--- config.mk ---
export PLATFORM = sky130hd
export DESIGN_NAME = cao_cfg
export DESIGN_NICKNAME = d
export VERILOG_FILES = /design/src/design/cao_pkg.sv /design/src/design/cao_cfg.sv
export SDC_FILE = /design/constraint.sdc
export NUM_CORES = 1
export LEC_CHECK = 0
export BUFFER_PORTS_ARGS = -buffer_cell sky130_fd_sc_hd__clkbuf_2
export CAP_MARGIN = 15
export CORE_ASPECT_RATIO = 0.7
export CORE_MARGIN = 1.5
export CORE_UTILIZATION = 36
export CTS_CLUSTER_DIAMETER = 80
export CTS_CLUSTER_SIZE = 14
export DETAILED_ROUTE_END_ITERATION = 6
export PLACE_DENSITY = 0.76
export SLEW_MARGIN = 20
export SYNTH_ARGS = -nofsm -noshare
export SYNTH_HDL_FRONTEND = slang
export SYNTH_SLANG_ARGS = --single-unit
--- constraint.sdc ---
create_clock -name i_clk -period 1.3 [get_ports i_clk]
set_input_delay 0.26 -clock i_clk [delete_from_list [all_inputs] [get_ports i_clk]]
set_output_delay 0.26 -clock i_clk [all_outputs]
set_load 0.05 [all_outputs]
--- src/design/cao_pkg.sv ---
// Shared types, constants and helper functions of the cursor overlay blender.
package cao_pkg;

    // Cursor box size in pixels and cursor bitmap store geometry.
    localparam int CURSOR_W    = 32;
    localparam int CURSOR_H    = 32;
    localparam int STORE_DEPTH = 1024;
    localparam int ADDR_W      = $clog2(STORE_DEPTH);
    localparam int COORD_W     = 12;
    localparam int PIXEL_W     = 32;
    localparam int CHAN_W      = 8;
    localparam int SUM_W       = 16;

    // Configuration port geometry and register indexes.
    localparam int APB_ADDR_W  = 4;
    localparam int APB_DATA_W  = 32;
    localparam logic [1:0] REG_CURSOR_LEFT  = 2'd0;
    localparam logic [1:0] REG_CURSOR_TOP   = 2'd1;
    localparam logic [1:0] REG_CURSOR_SHOWN = 2'd2;

    // Item operation codes.
    localparam logic OP_PIXEL = 1'b0;
    localparam logic OP_LOAD  = 1'b1;

    // Alpha codes and the opaque alpha byte written by a partial blend.
    localparam logic [CHAN_W-1:0] ALPHA_CLEAR  = 8'h00;
    localparam logic [CHAN_W-1:0] ALPHA_OPAQUE = 8'hFF;

    // How the final stage forms its result.
    localparam logic [1:0] MODE_PASS  = 2'd0;
    localparam logic [1:0] MODE_BLEND = 2'd1;

    typedef logic [ADDR_W-1:0]  t_addr;
    typedef logic [COORD_W-1:0] t_coord;
    typedef logic [PIXEL_W-1:0] t_pixel;

    // One input item.
    typedef struct packed {
        logic   op;
        t_coord pixel_col;
        t_coord pixel_row;
        t_pixel background;
        t_addr  bitmap_index;
        t_pixel bitmap_word;
    } t_in_item;

    // One result item.
    typedef struct packed {
        t_pixel pixel_out;
        logic   under_cursor;
    } t_out_item;

    // Configuration register contents.
    typedef struct packed {
        t_coord cursor_left;
        t_coord cursor_top;
        logic   cursor_shown;
    } t_cfg;

    // Pixel data handed from the lookup stage to the blend pipeline.
    typedef struct packed {
        logic   in_box;
        t_pixel background;
        t_pixel cursor;
    } t_blend_in;

    // Bitmap store address of a box offset, wrapping modulo the store depth.
    function automatic t_addr box_addr(input t_coord dx, input t_coord dy);
        logic [2*COORD_W-1:0] row_base;
        row_base = {{COORD_W{1'b0}}, dy} * (2*COORD_W)'(CURSOR_W);
        return ADDR_W'(row_base + {{COORD_W{1'b0}}, dx});
    endfunction

    // Exact division by 255 of a blend sum no larger than 255 * 255.
    function automatic logic [CHAN_W-1:0] div255(input logic [SUM_W-1:0] s);
        logic [SUM_W:0] t;
        t = {1'b0, s} + (SUM_W+1)'(1) + (SUM_W+1)'(s >> CHAN_W);
        return CHAN_W'(t >> CHAN_W);
    endfunction

endpackage

--- src/design/cao_cfg.sv ---
// APB register file holding the cursor position and the show flag.
module cao_cfg
    import cao_pkg::*;
(
    input  logic                  i_clk,
    input  logic                  i_rst_n,
    input  logic                  psel,
    input  logic                  penable,
    input  logic                  pwrite,
    input  logic [APB_ADDR_W-1:0] paddr,
    input  logic [APB_DATA_W-1:0] pwdata,
    output logic [APB_DATA_W-1:0] prdata,
    output logic                  pready,
    output t_cfg                  o_cfg
);

    t_cfg       r_cfg;
    t_cfg       n_cfg;
    logic       wr_en;
    logic [1:0] reg_idx;

    assign wr_en   = psel && penable && pwrite;
    assign reg_idx = paddr[3:2];
    assign pready  = 1'b1;

    // Register write decode; an address past the last register is ignored.
    always_comb begin
        n_cfg = r_cfg;
        if (wr_en) begin
            unique case (reg_idx)
                REG_CURSOR_LEFT:  n_cfg.cursor_left  = pwdata[COORD_W-1:0];
                REG_CURSOR_TOP:   n_cfg.cursor_top   = pwdata[COORD_W-1:0];
                REG_CURSOR_SHOWN: n_cfg.cursor_shown = pwdata[0];
                default:          n_cfg = r_cfg;
            endcase
        end
    end

    always_ff @(posedge i_clk) begin
        if (!i_rst_n) begin
            r_cfg <= '0;
        end else begin
            r_cfg <= n_cfg;
        end
    end

    // Read data mux.
    always_comb begin
        unique case (reg_idx)
            REG_CURSOR_LEFT:  prdata = APB_DATA_W'(r_cfg.cursor_left);
            REG_CURSOR_TOP:   prdata = APB_DATA_W'(r_cfg.cursor_top);
            REG_CURSOR_SHOWN: prdata = APB_DATA_W'(r_cfg.cursor_shown);
            default:          prdata = '0;
        endcase
    end

    assign o_cfg = r_cfg;

endmodule

==> impl_metrics.json <==
{
  "drc": 0,
  "status": "complete, no violations",
  "die_h_microns": 53.5,
  "grt.met1_usage_pct": 16.9,
  "postSynthCellCount": 149,
  "drive_gt1_share_pct": 57.7,
  "holdCritPathClass": "input pin to flop",
  "worstPathRequired_ns": 1.04,
  "grt_max_degree": 38,
  "r2r-start": "o_cfg[2]",
  "crit_type": "input pin to primary output",
  "synthTopCellsByArea": "dfxtp_1 38%, mux2i_1 28%, buf_4 13%",
  "synth_edf_count": 0,
  "hold_path_startpoint": "pwdata[5]",
  "wl_per_cell_microns": 11.6,
  "first_pass_iters": 3,
  "largest_reg_flops": 25,
  "syn_avg_cell_area_sq_um": 8.79,
  "rsz0062_at_grt": "yes",
  "max_freq_mhz": 771,
  "ys_types": 16,
  "antenna_found_initial": 0,
  "cts_root_buf": "clkbuf_8",
  "dieArea_sq_um": 4020,
  "maxSlewViolCount": 0,
  "tritoncts": "built",
  "grt_overflow": 0,
  "use_met2_pct": 31.9,
  "htreeDepth": 1,
  "vias_per_cell": 4.37,
  "io_buffers": 55,
  "syn_area_sq_um": 1310,
  "grt_use_total_pct": 15.8,
  "period_share_pct": 99.8,
  "fillCellCount": 303,
  "critPathMaxFanout": 5,
  "netlist_top_cells_count": "37 x mux2i_1, 37 x nand2_1, 25 x dfxtp_1",
  "cp.arrival_ns": 1.04,
  "max-cap-violations": 0,
  "gp_routability_congestion": 0.705,
  "nets": 250,
  "stdcell_area_sq_um": 2140,
  "postCtsSetupRepairBufs": 0,
  "cts_buffers": 3,
  "total_power_mw": 1.62,
  "boundaryPins": 99,
  "drt-initial-drc-count": 20,
  "synthArstFlopShare_pct": 0,
  "finalHoldViolCount": 0,
  "cp-start-kind": "input pin",
  "core_area_sq_um": 3510,
  "fin_crit_ns": 1.30,
  "fp-row-count": 18,
  "synth.top_cell.area_share_pct": 38.2,
  "yosys_most_used_dff": "dfxtp_1",
  "ys_seq_area_share_pct": 38.2,
  "area_growth_pct": 63.0,
  "startpoint": "paddr[2]",
  "grt_pass1_wl_microns": 4630,
  "setup_viol": 0,
  "clkTransAtPathRegs_ns": 0.08,
  "ant_nets": 0,
  "clock_path_buffers": 2,
  "hpwl_microns": 2200,
  "wirelength_microns": 3000,
  "synth-seq-cells": 25,
  "yosys_warnings": 0,
  "p_leak_nw": 0.938,
  "grt_pass1_vias": 1005,
  "clock_sinks": 25,
  "finClkSkew_ns": 0,
  "gr-max-usage-layer": "met2",
  "place_area_sq_um": 1760,
  "initial_core_util_pct": 37.3,
  "clock_latency_ns": 0.26,
  "vias": 1128,
  "endpoint_kind": "primary output",
  "yosys.area.top_type": "dfxtp_1",
  "n_antenna_cell": 0,
  "ir_worst_vdd_v": 0.000648,
  "die_x_microns": 75.1,
  "met3_usage_pct": 4.57,
  "p_per_area_nw_per_um2": 759
}
==> critical path, cell delays in order <==
cell       delay [ns]
clkbuf_16        0.14
buf_12           0.15
mux2i_4          0.19
o21ai_4          0.14
buf_8            0.16
==> where the power goes <==
| group | leakage (nW) | internal, mW | switching [mW] | total (mW) |
|---|---|---|---|---|
| clock network | 0.0228 | 0.218 | 0.223 | 0.442 |
| registers | 0.216 | 0.767 | 0.0123 | 0.780 |
| logic | 0.699 | 0.121 | 0.280 | 0.401 |
==> per-stage QoR <==
| step | utilization (%) | setup WS (ns) | instances | TNS (ns) | hold WS [ns] |
|---|---|---|---|---|---|
| final | 60.8 | 0.00306 | 258 | 0 | 0.238 |
| after global routing | 60.8 | -0.0238 | 258 | -0.0343 | 0.235 |
| after CTS | 60.0 | -0.00245 | 258 | -0.00245 | 0.233 |
| after detailed placement | 50.0 | -0.0992 | 253 | -1.21 | 0.460 |
| after global placement | 50.0 | -0.0731 | 253 | -1.07 | 0.452 |
| after floorplan | - | 0.0245 | 168 | 0 | 0.414 |
==> area by class of cell <==
cell class              count  area [sq um]  area share, %
clock buffers               4          45.0           2.11
repair buffers             67           567           26.5
multi-input cells         112           917           42.9
well taps                  50          62.6           2.93
flip-flops and latches     25           544           25.5
==> metal layers <==
layer  vias to the layer above  wire length [microns]
met5                         -                      0
met4                         0                      4
met3                         2                    140
met2                        37                   1560
met1                       531                   1290
li1                        558                      -
==> path summary, 6_finish.rpt <==
| kind | endpoint | slack (ns) | depth (start not counted) |
|---|---|---|---|
| worst max-delay path | prdata[0] | 0.003 | 5 |
| worst min-delay path | o_cfg[6] | 0.24 | 3 |
| worst max register to register | o_cfg[2] | 0.66 | 2 |
| worst min register to register | o_cfg[0] | 0.47 | 2 |
==> kinds of logic after synthesis <==
family | share of synthesized area [%]
other cells | 0.573
simple gates | 16.3
buf+inv | 16.2
compound gates | 0.382
flops | 38.2
mux | 28.3
==> cell usage in the layout (no fill, tap or decap) <==
master	synthesis	layout
nor3_2	0	1
nand3b_1	1	1
clkbuf_1	4	1
o21ai_4	0	1
clkbuf_16	0	1
or3b_1	1	1
buf_4	23	7
dfxtp_4	0	5
nor3b_1	1	1
buf_8	0	5
mux2i_4	0	12
buf_16	0	1
clkbuf_8	0	10
dfxtp_2	0	20
clkbuf_2	0	42
nor2_4	0	11
conb_1	2	21
nand3_1	1	1
nand2_1	37	37
buf_12	0	4
mux2i_1	37	25
==> what timing repair did <==
| action | in CTS | in global routing |
|---|---|---|
| pin swaps | 0 | 2 |
| endpoints found under the hold margin | 0 | 0 |
| cloned | 1 | 0 |
| gates resized for setup | 54 | 12 |
| hold buffers | 0 | 0 |
| endpoints found under the setup margin | 12 | 5 |
Note: power is estimated with default switching activity, not from simulation.
