===== config.mk =====
export PLATFORM = sky130hd
export DESIGN_NAME = cao_blend
export DESIGN_NICKNAME = d
export VERILOG_FILES = /design/src/design/cao_pkg.sv /design/src/design/cao_blend.sv
export SDC_FILE = /design/constraint.sdc
export NUM_CORES = 1
export LEC_CHECK = 0
export ABC_AREA = 1
export BUFFER_PORTS_ARGS = -buffer_cell sky130_fd_sc_hd__buf_2
export CORE_ASPECT_RATIO = 1.75
export CORE_MARGIN = 1.5
export CORE_UTILIZATION = 47
export DETAILED_ROUTE_END_ITERATION = 6
export GPL_ROUTABILITY_DRIVEN = 0
export SKIP_LAST_GASP = 1
export SLEW_MARGIN = 25
export SYNTH_ARGS = -nofsm -noshare
export SYNTH_HDL_FRONTEND = slang
export SYNTH_SLANG_ARGS = --single-unit
export TNS_END_PERCENT = 5

===== constraint.sdc =====
create_clock -name i_clk -period 7.1 [get_ports i_clk]
set_input_delay 1.42 -clock i_clk [delete_from_list [all_inputs] [get_ports i_clk]]
set_output_delay 1.42 -clock i_clk [all_outputs]
set_load 0.03 [all_outputs]

===== src/design/cao_pkg.sv =====
// Shared types, constants and helper functions of the cursor overlay blender.
package cao_pkg;

    // Cursor box size in pixels and cursor bitmap store geometry.
    localparam int CURSOR_W    = 32;
    localparam int CURSOR_H    = 32;
    localparam int STORE_DEPTH = 1024;
    localparam int ADDR_W      = $clog2(STORE_DEPTH);
    localparam int COORD_W     = 12;
    localparam int PIXEL_W     = 32;
    localparam int CHAN_W      = 8;
    localparam int SUM_W       = 16;

    // Configuration port geometry and register indexes.
    localparam int APB_ADDR_W  = 4;
    localparam int APB_DATA_W  = 32;
    localparam logic [1:0] REG_CURSOR_LEFT  = 2'd0;
    localparam logic [1:0] REG_CURSOR_TOP   = 2'd1;
    localparam logic [1:0] REG_CURSOR_SHOWN = 2'd2;

    // Item operation codes.
    localparam logic OP_PIXEL = 1'b0;
    localparam logic OP_LOAD  = 1'b1;

    // Alpha codes and the opaque alpha byte written by a partial blend.
    localparam logic [CHAN_W-1:0] ALPHA_CLEAR  = 8'h00;
    localparam logic [CHAN_W-1:0] ALPHA_OPAQUE = 8'hFF;

    // How the final stage forms its result.
    localparam logic [1:0] MODE_PASS  = 2'd0;
    localparam logic [1:0] MODE_BLEND = 2'd1;

    typedef logic [ADDR_W-1:0]  t_addr;
    typedef logic [COORD_W-1:0] t_coord;
    typedef logic [PIXEL_W-1:0] t_pixel;

    // One input item.
    typedef struct packed {
        logic   op;
        t_coord pixel_col;
        t_coord pixel_row;
        t_pixel background;
        t_addr  bitmap_index;
        t_pixel bitmap_word;
    } t_in_item;

    // One result item.
    typedef struct packed {
        t_pixel pixel_out;
        logic   under_cursor;
    } t_out_item;

    // Configuration register contents.
    typedef struct packed {
        t_coord cursor_left;
        t_coord cursor_top;
        logic   cursor_shown;
    } t_cfg;

    // Pixel data handed from the lookup stage to the blend pipeline.
    typedef struct packed {
        logic   in_box;
        t_pixel background;
        t_pixel cursor;
    } t_blend_in;

    // Bitmap store address of a box offset, wrapping modulo the store depth.
    function automatic t_addr box_addr(input t_coord dx, input t_coord dy);
        logic [2*COORD_W-1:0] row_base;
        row_base = {{COORD_W{1'b0}}, dy} * (2*COORD_W)'(CURSOR_W);
        return ADDR_W'(row_base + {{COORD_W{1'b0}}, dx});
    endfunction

    // Exact division by 255 of a blend sum no larger than 255 * 255.
    function automatic logic [CHAN_W-1:0] div255(input logic [SUM_W-1:0] s);
        logic [SUM_W:0] t;
        t = {1'b0, s} + (SUM_W+1)'(1) + (SUM_W+1)'(s >> CHAN_W);
        return CHAN_W'(t >> CHAN_W);
    endfunction

endpackage


===== src/design/cao_blend.sv =====
// Two-stage alpha blend pipeline ending in the output register.
module cao_blend
    import cao_pkg::*;
(
    input  logic      i_clk,
    input  logic      i_rst_n,
    input  logic      i_valid,
    input  t_blend_in i_data,
    output logic      o_stall,
    output logic      o_valid,
    output t_out_item o_data,
    input  logic      i_stall
);

    // Multiply stage registers.
    logic                 r_v2;
    logic [1:0]           r_mode2;
    logic                 r_inside2;
    t_pixel               r_pass2;
    logic [SUM_W-1:0]     r_sum2 [3];
    logic [1:0]           n_mode2;
    t_pixel               n_pass2;
    logic [SUM_W-1:0]     n_sum2 [3];

    // Output register.
    logic                 r_v3;
    t_out_item            r_out3;
    t_out_item            n_out3;

    logic                 en2;
    logic                 en3;
    logic [CHAN_W-1:0]    alpha;

    // Each stage moves on when it is empty or its successor moves on.
    assign en3     = !r_v3 || !i_stall;
    assign en2     = !r_v2 || en3;
    assign o_stall = !en2;

    assign alpha = i_data.cursor[PIXEL_W-1 -: CHAN_W];

    // Alpha classification and the per-channel weighted sums.
    always_comb begin
        logic [CHAN_W-1:0] c;
        logic [CHAN_W-1:0] b;
        logic [CHAN_W-1:0] inv;
        inv = ALPHA_OPAQUE - alpha;
        for (int k = 0; k < 3; k++) begin
            c         = i_data.cursor[k*CHAN_W +: CHAN_W];
            b         = i_data.background[k*CHAN_W +: CHAN_W];
            n_sum2[k] = SUM_W'(c) * SUM_W'(alpha) + SUM_W'(b) * SUM_W'(inv);
        end
        n_mode2 = MODE_PASS;
        n_pass2 = i_data.background;
        if (i_data.in_box) begin
            if (alpha == ALPHA_OPAQUE) begin
                n_pass2 = i_data.cursor;
            end else if (alpha != ALPHA_CLEAR) begin
                n_mode2 = MODE_BLEND;
            end
        end
    end

    always_ff @(posedge i_clk) begin
        if (!i_rst_n) begin
            r_v2 <= 1'b0;
        end else if (en2) begin
            r_v2 <= i_valid;
        end
    end

    always_ff @(posedge i_clk) begin
        if (en2) begin
            r_mode2   <= n_mode2;
            r_inside2 <= i_data.in_box;
            r_pass2   <= n_pass2;
            r_sum2    <= n_sum2;
        end
    end

    // Division by 255 and assembly of the result.
    always_comb begin
        n_out3.under_cursor = r_inside2;
        case (r_mode2)
            MODE_BLEND: n_out3.pixel_out = {ALPHA_OPAQUE, div255(r_sum2[2]),
                                            div255(r_sum2[1]), div255(r_sum2[0])};
            default:    n_out3.pixel_out = r_pass2;
        endcase
    end

    always_ff @(posedge i_clk) begin
        if (!i_rst_n) begin
            r_v3 <= 1'b0;
        end else if (en3) begin
            r_v3 <= r_v2;
        end
    end

    always_ff @(posedge i_clk) begin
        if (en3) begin
            r_out3 <= n_out3;
        end
    end

    assign o_valid = r_v3;
    assign o_data  = r_out3;

endmodule


==> results of run 1 <==
==> routing by layer <==
layer | GRT usage | up-vias | wire length, µm
li1 | - | 7205 | -
met1 | 0.260 | 7335 | 17600
met2 | 0.464 | 391 | 26800
met3 | 0.0264 | 118 | 1900
met4 | 0.104 | 4 | 1930
met5 | 0 | - | 27
==> power by group through the flow <==
stage,clock network (mW),logic [mW],registers [mW]
global placement,0,7.58,1.48
floorplan,0,5.85,1.54
detailed placement,0,7.74,1.49
global route,0.894,8.89,1.49
CTS,0.869,7.80,1.47
finish,0.851,7.71,1.47
==> worst max-delay path, stage by stage <==
cell and delay, ps:
buf_2 480, buf_12 240, nand2_1 80, fa_1 490
inv_1 40, ha_1 260, inv_1 50, fa_1 490
inv_1 50, fa_1 530, inv_1 50, fa_1 480
inv_1 50, fa_1 470, ha_1 390, a21oi_1 220
nand2_1 130, nand3_1 90, nand2_1 90, a21oi_1 210
inv_1 60, nand2_1 50, nand2_1 40
==> per-stage QoR <==
| step | utilization | total power, mW | hold slack (ps) | instances |
|---|---|---|---|---|
| after detailed placement | 0.507 | 9.23 | 407 | 3008 |
| after global placement | 0.507 | 9.06 | 414 | 3008 |
| final | 0.521 | 10.0 | 423 | 3042 |
| after global routing | 0.521 | 11.3 | 432 | 3041 |
| after floorplan | - | 7.39 | 400 | 2412 |
| after CTS | 0.521 | 10.1 | 423 | 3040 |
==> path summary, 6_finish.rpt <==
kind,endpoint,depth (start not counted)
max,r_sum2[30]$_DFFE_PN_,23
min,o_data[0]$_DFFE_PP_,0
max reg2reg,r_pass2[11]$_DFFE_PN_,4
min reg2reg,o_data[0]$_DFFE_PP_,0
==> sequential cells by signal, summed over array words and instances (netlist names) <==
| name | flops |
|---|---|
| r_sum2 | 48 |
| o_data | 33 |
| r_pass2 | 32 |
| o_valid | 1 |
| r_inside2 | 1 |
| r_mode2 | 1 |
| r_v2 | 1 |
==> layout make-up <==
class / count / area share
Sequential cell: 117 / 0.167
Multi-Input combinational cell: 1536 / 0.615
Inverter: 686 / 0.123
Antenna cell: 2 / 0.000239
Tap cell: 544 / 0.0325
Clock buffer: 17 / 0.0203
Timing Repair Buffer: 125 / 0.0349
Clock inverter: 15 / 0.00729
==> placed cells by master (no fill, tap or decap), types with 14 or more instances in the layout <==
cell type	Yosys	routed
a21oi_1	50	50
buf_2	3	103
buf_4	4	18
clkbuf_16	0	17
edfxtp_1	115	115
fa_1	288	288
ha_1	207	207
inv_1	681	680
nand2_1	585	584
nand3_1	70	70
nand3b_1	18	18
nor2_1	178	177
nor3_1	14	14
o21ai_1	24	24
or2_2	24	24
xor2_1	27	27
==> cells in the mapped netlist, types with 2 or more instances <==
cell type	instances
nand4_1	3
inv_1	681
nor2_1	178
xor2_1	27
and2_1	4
ha_1	207
nor4_1	3
dfxtp_1	2
clkbuf_1	57
edfxtp_1	115
buf_2	3
buf_4	4
nand3_1	70
o21ai_0	9
or2_2	24
o21ai_1	24
a21boi_0	8
a21o_1	3
inv_2	5
fa_1	288
xnor2_1	5
buf_6	2
buf_1	7
a21oi_1	50
nor3_1	14
nand2_1	585
nand3b_1	18
a31oi_1	2
o21bai_1	7
==> kinds of logic (layout without fill, tap and decap cells) <==
logic type                 Yosys count  in the layout  share of synthesized area
other                                1              5                   0.000195
DFF                                117            117                      0.182
xor gates and xnor gates            32             32                     0.0146
adders and majority gates          495            495                      0.434
buffers and inverters              759            843                      0.150
and+or+nand+nor                    902            902                      0.190
AOI/OAI and AO/OA                  104            104                     0.0296
==> flow_summary.toml, run 1 <==
[global_route]
antenna_found_initial = 3
track_usage = 0.241
grt.overflow.total = 0
grt_pass1_wl_mm = 78.7
grt_max_degree = 55
first_global_vias = 16195

[die]
core-area_um2 = 40200
die_h_um = 271
initial_core_util = 0.479
ios = 104
die_width_um = 156
die-area_um2 = 42200
row_count = 97

[logic_synthesis]
synth_cell_type_count = 34
async_flop_share = 0
yosysWarnings = 0
synth_flop_cell = "edfxtp_1"
synth_seq_area_share = 0.182
synth_edf_count = 115
netlist_area_um2 = 19200
synthTopCellsByArea = "fa_1, edfxtp_1, ha_1, inv_1, nand2_1"
synth.top_cell.area_share = 0.300
synth-seq-cells = 117
syn_inst = 2410
yosysTopAreaCell = "fa_1"
syn_avg_cell_area_um2 = 7.98

[placed_design]
io_buffers = 103
place_area_um2 = 20400
pre_cts_ws_ps = 388
hpwl_mm = 40.2

[pwr]
power_density_nw_per_um2 = 479
power_frac_clock = 0.085
switchingPower_mw = 5.32
pwr-share-comb = 0.768
leakagePower_nw = 12.1
p_sw_frac = 0.530
pwr-share-seq = 0.147
intPower_mw = 4.72
peakVddDrop_uv = 321

[worst_setup_path]
r2r_slack_ps = 4440
path_max_fanout = 20
regToRegStartpoint = "o_valid$_SDFFE_PN0P_"
crit_start = "i_data[27]"
critPathArrivalTime_ps = 6490
worstSetupEndpointType = "register"
crit_path_start_kind = "input pin"
required_ps = 7300
path_class = "in2reg"

[detailed_routing]
drt_iter0_drc = 756
antenna_left = 0
first_pass_iters = 5
routed_wl_mm = 48.2
wire_per_inst_um = 15.9
drc = 0
via_count = 15053
avgViaCountPerCell = 4.95

[sta]
fin_crit_sh = 0.886
fmax_ghz = 0.159
fin_ws_ps = 807
fin_setup_tns_ps = 0
setup_violations = 0
fin_crit_ps = 6290
report.final.hold_viol_count = 0
slew_viol_final = 0
slew_headroom = 0.391
rsz0062_at_grt = "no"
worst_pin_slew_ps = 910
clock_skew_ps = 10.1

[clock_tree]
cts_resized = 0
cts-root-buf = "clkbuf_16"
h-tree-depth = 4
cts.sink_count = 117
clkTransAtPathRegs_ps = 70
cts_max_path_buffers = 2
clkLatencyLatePin_ps = 430
postCtsSetupBuffers = 0
cts_tree = "built"
ctsHoldBuffers = 0
numCtsBuffers = 17

[hold_path]
hold_start = "r_inside2$_DFFE_PN_"
hold_class = "reg2reg"

[cells_and_area]
drive_gt1_frac = 0.0761
fill_cells = 3897
seq_area_um2 = 3490
finalNetCount = 3047
area_growth_pct = 8.86
multi_input_area_um2 = 12900
final_area_um2 = 20900

[status]
outcome = "finished, final reports clean"

[job]
drv_cap = 0
Power figures use the tool's default switching activity.
==> run 2: changes to the inputs <==
CTS_BUF_LIST = sky130_fd_sc_hd__clkbuf_4 sky130_fd_sc_hd__clkbuf_8 sky130_fd_sc_hd__clkbuf_16   (was unset)
GPL_ROUTABILITY_DRIVEN = unset   (was 0)
==> run 2 against run 1 <==
Power increased by 0.66%. First-iteration DRC count increased by 0.13%. Setup slack worse by 48 ps. Clock-buffer cell count is the same. Sequential power barely moved. Routed wire length grew 2.0%. Register-to-register slack gained 60 ps. Core utilization about the same. Clock skew up 0.89 ps. Sequential cell count unchanged. Sequential share of layout area barely moved. Critical path type unchanged. Largest power group unchanged. Highest routed layer unchanged.
==> flow_summary.toml, run 2 (synthesized netlist as in run 1, its figures left out) <==
[status]
outcome = "finished, final reports clean"

[hold_path]
min_path_cells = 0
hold_start = "r_inside2$_DFFE_PN_"
holdPathEnd = "o_data[0]$_DFFE_PP_"
hold_class = "reg2reg"

[detailed_routing]
routed_wl_mm = 49.2
drc = 0
first_pass_iters = 5
avgViaCountPerCell = 4.99
wire_per_inst_um = 16.2
via_count = 15189
antenna_left = 0
drt_iter0_drc = 757

[sta]
setup_violations = 0
slew_headroom = 0.409
fmax_ghz = 0.158
rsz0062_at_grt = "no"
fin_setup_tns_ps = 0
finalHoldWorstSlack_ps = 423
worst_pin_slew_ps = 885
report.final.hold_viol_count = 0
slew_viol_final = 0
fin_crit_sh = 0.893
fin_crit_ps = 6340
clock_skew_ps = 11.0

[clock_tree]
cts-root-buf = "clkbuf_16"
clkLatencyLatePin_ps = 440
cts_resized = 0
numCtsBuffers = 17
ctsHoldBuffers = 0
clkTransAtPathRegs_ps = 60
cts_max_path_buffers = 2
cts.sink_count = 117
postCtsSetupBuffers = 0
cts_tree = "built"
h-tree-depth = 4

[die]
row_count = 97
core-area_um2 = 40200
die_h_um = 271
initial_core_util = 0.479
die_width_um = 156
ios = 104
die-area_um2 = 42200

[global_route]
grtUsageMet1 = 0.262
grt.overflow.total = 0
grt.busiest_layer = "met2"
use_met2 = 0.461
track_usage = 0.244
use_met3 = 0.0304
grt_pass1_wl_mm = 79.2
antenna_found_initial = 5
first_global_vias = 16070
grt_max_degree = 66

[job]
drv_cap = 0

[cells_and_area]
largest_register = "r_sum2"
finalNetCount = 3048
most-common-layout-cells = "inv_1, nand2_1, fa_1, ha_1, nor2_1"
area_growth_pct = 8.91
largest_reg_flops = 48
layout_commonest_cell = "inv_1"
drive_gt1_frac = 0.0765
fin_util = 0.522

[placed_design]
io_buffers = 103
place.gp.congestion = 0.865
hpwl_mm = 40.8

[worst_setup_path]
crit_path_start_kind = "input pin"
crit_start = "i_data[26]"
r2r_slack_ps = 4500
regToRegStartpoint = "o_valid$_SDFFE_PN0P_"
required_ps = 7290
worstSetupEndpointType = "register"
critPathArrivalTime_ps = 6530
path_class = "in2reg"
path_max_fanout = 31
worstRegToRegCells = 4
rr_endpoint = "r_sum2[27]$_DFFE_PN_"

[pwr]
leakagePower_nw = 12.1
power_density_nw_per_um2 = 482
peakVddDrop_uv = 309
-- run 2: changes by cell type in the layout (fill, tap and decap cells not counted) --
| cell | before | now |
|---|---|---|
| buf_4 | 18 | 21 |
| inv_6 | 4 | 8 |
| clkinv_8 | 1 | 0 |
| clkinv_4 | 3 | 1 |
| inv_8 | 6 | 3 |
| bufinv_16 | 0 | 2 |
| buf_12 | 4 | 2 |
-- run 2: per-stage QoR --
stage	area, µm²	instances	total power [mW]	setup slack (ps)
finish	21000	3043	10.1	759
global route	21000	3043	11.4	506
CTS	21000	3041	10.2	799
detailed placement	20300	3009	9.24	343
global placement	20300	3009	9.12	375
floorplan	19300	2412	7.39	724
-- run 2: worst max path at each step --
stage | to | slack, ps | depth (start not counted)
global placement | r_sum2[30]$_DFFE_PN_ | 380 | 22
floorplan | r_sum2[14]$_DFFE_PN_ | 720 | 20
global route | r_sum2[30]$_DFFE_PN_ | 510 | 22
detailed placement | r_sum2[30]$_DFFE_PN_ | 340 | 22
finish | r_sum2[30]$_DFFE_PN_ | 760 | 22
CTS | r_sum2[30]$_DFFE_PN_ | 800 | 22
-- run 2: worst max-delay path, cell delays in order --
cell and delay, ps:
buf_2 570, nand2_1 170, fa_1 550, inv_1 40
ha_1 270, inv_1 50, fa_1 490, inv_1 60
fa_1 520, inv_1 40, fa_1 470, inv_1 50
fa_1 470, ha_1 390, a21oi_1 240, nand2_1 150
nand3_1 100, nand2_1 90, a21oi_1 200, inv_1 60
nand2_1 60, nand2_1 40
-- run 2: final cells by class --
class	count	area [µm²]
antenna	2	5.00
inverter	686	2580
tap	544	681
clock inverter	15	180
multi-input combinational	1536	12900
clock buffer	17	425
sequential	117	3490
timing repair buffer	126	713
fill	3816	19200
-- run 2: report_power, final --
group          switching (mW)  total (mW)  internal (mW)
sequential              0.136        1.48           1.34
combinational            4.82        7.73           2.91
clock                   0.362       0.894          0.532
-- run 2: per-layer routing --
| layer | share of wire | wire length, µm | up-vias |
|---|---|---|---|
| met5 | 0.0010 | 49 | - |
| met4 | 0.048 | 2360 | 6 |
| met3 | 0.037 | 1800 | 134 |
| met2 | 0.55 | 26900 | 389 |
| met1 | 0.37 | 18100 | 7444 |
| li1 | - | - | 7216 |
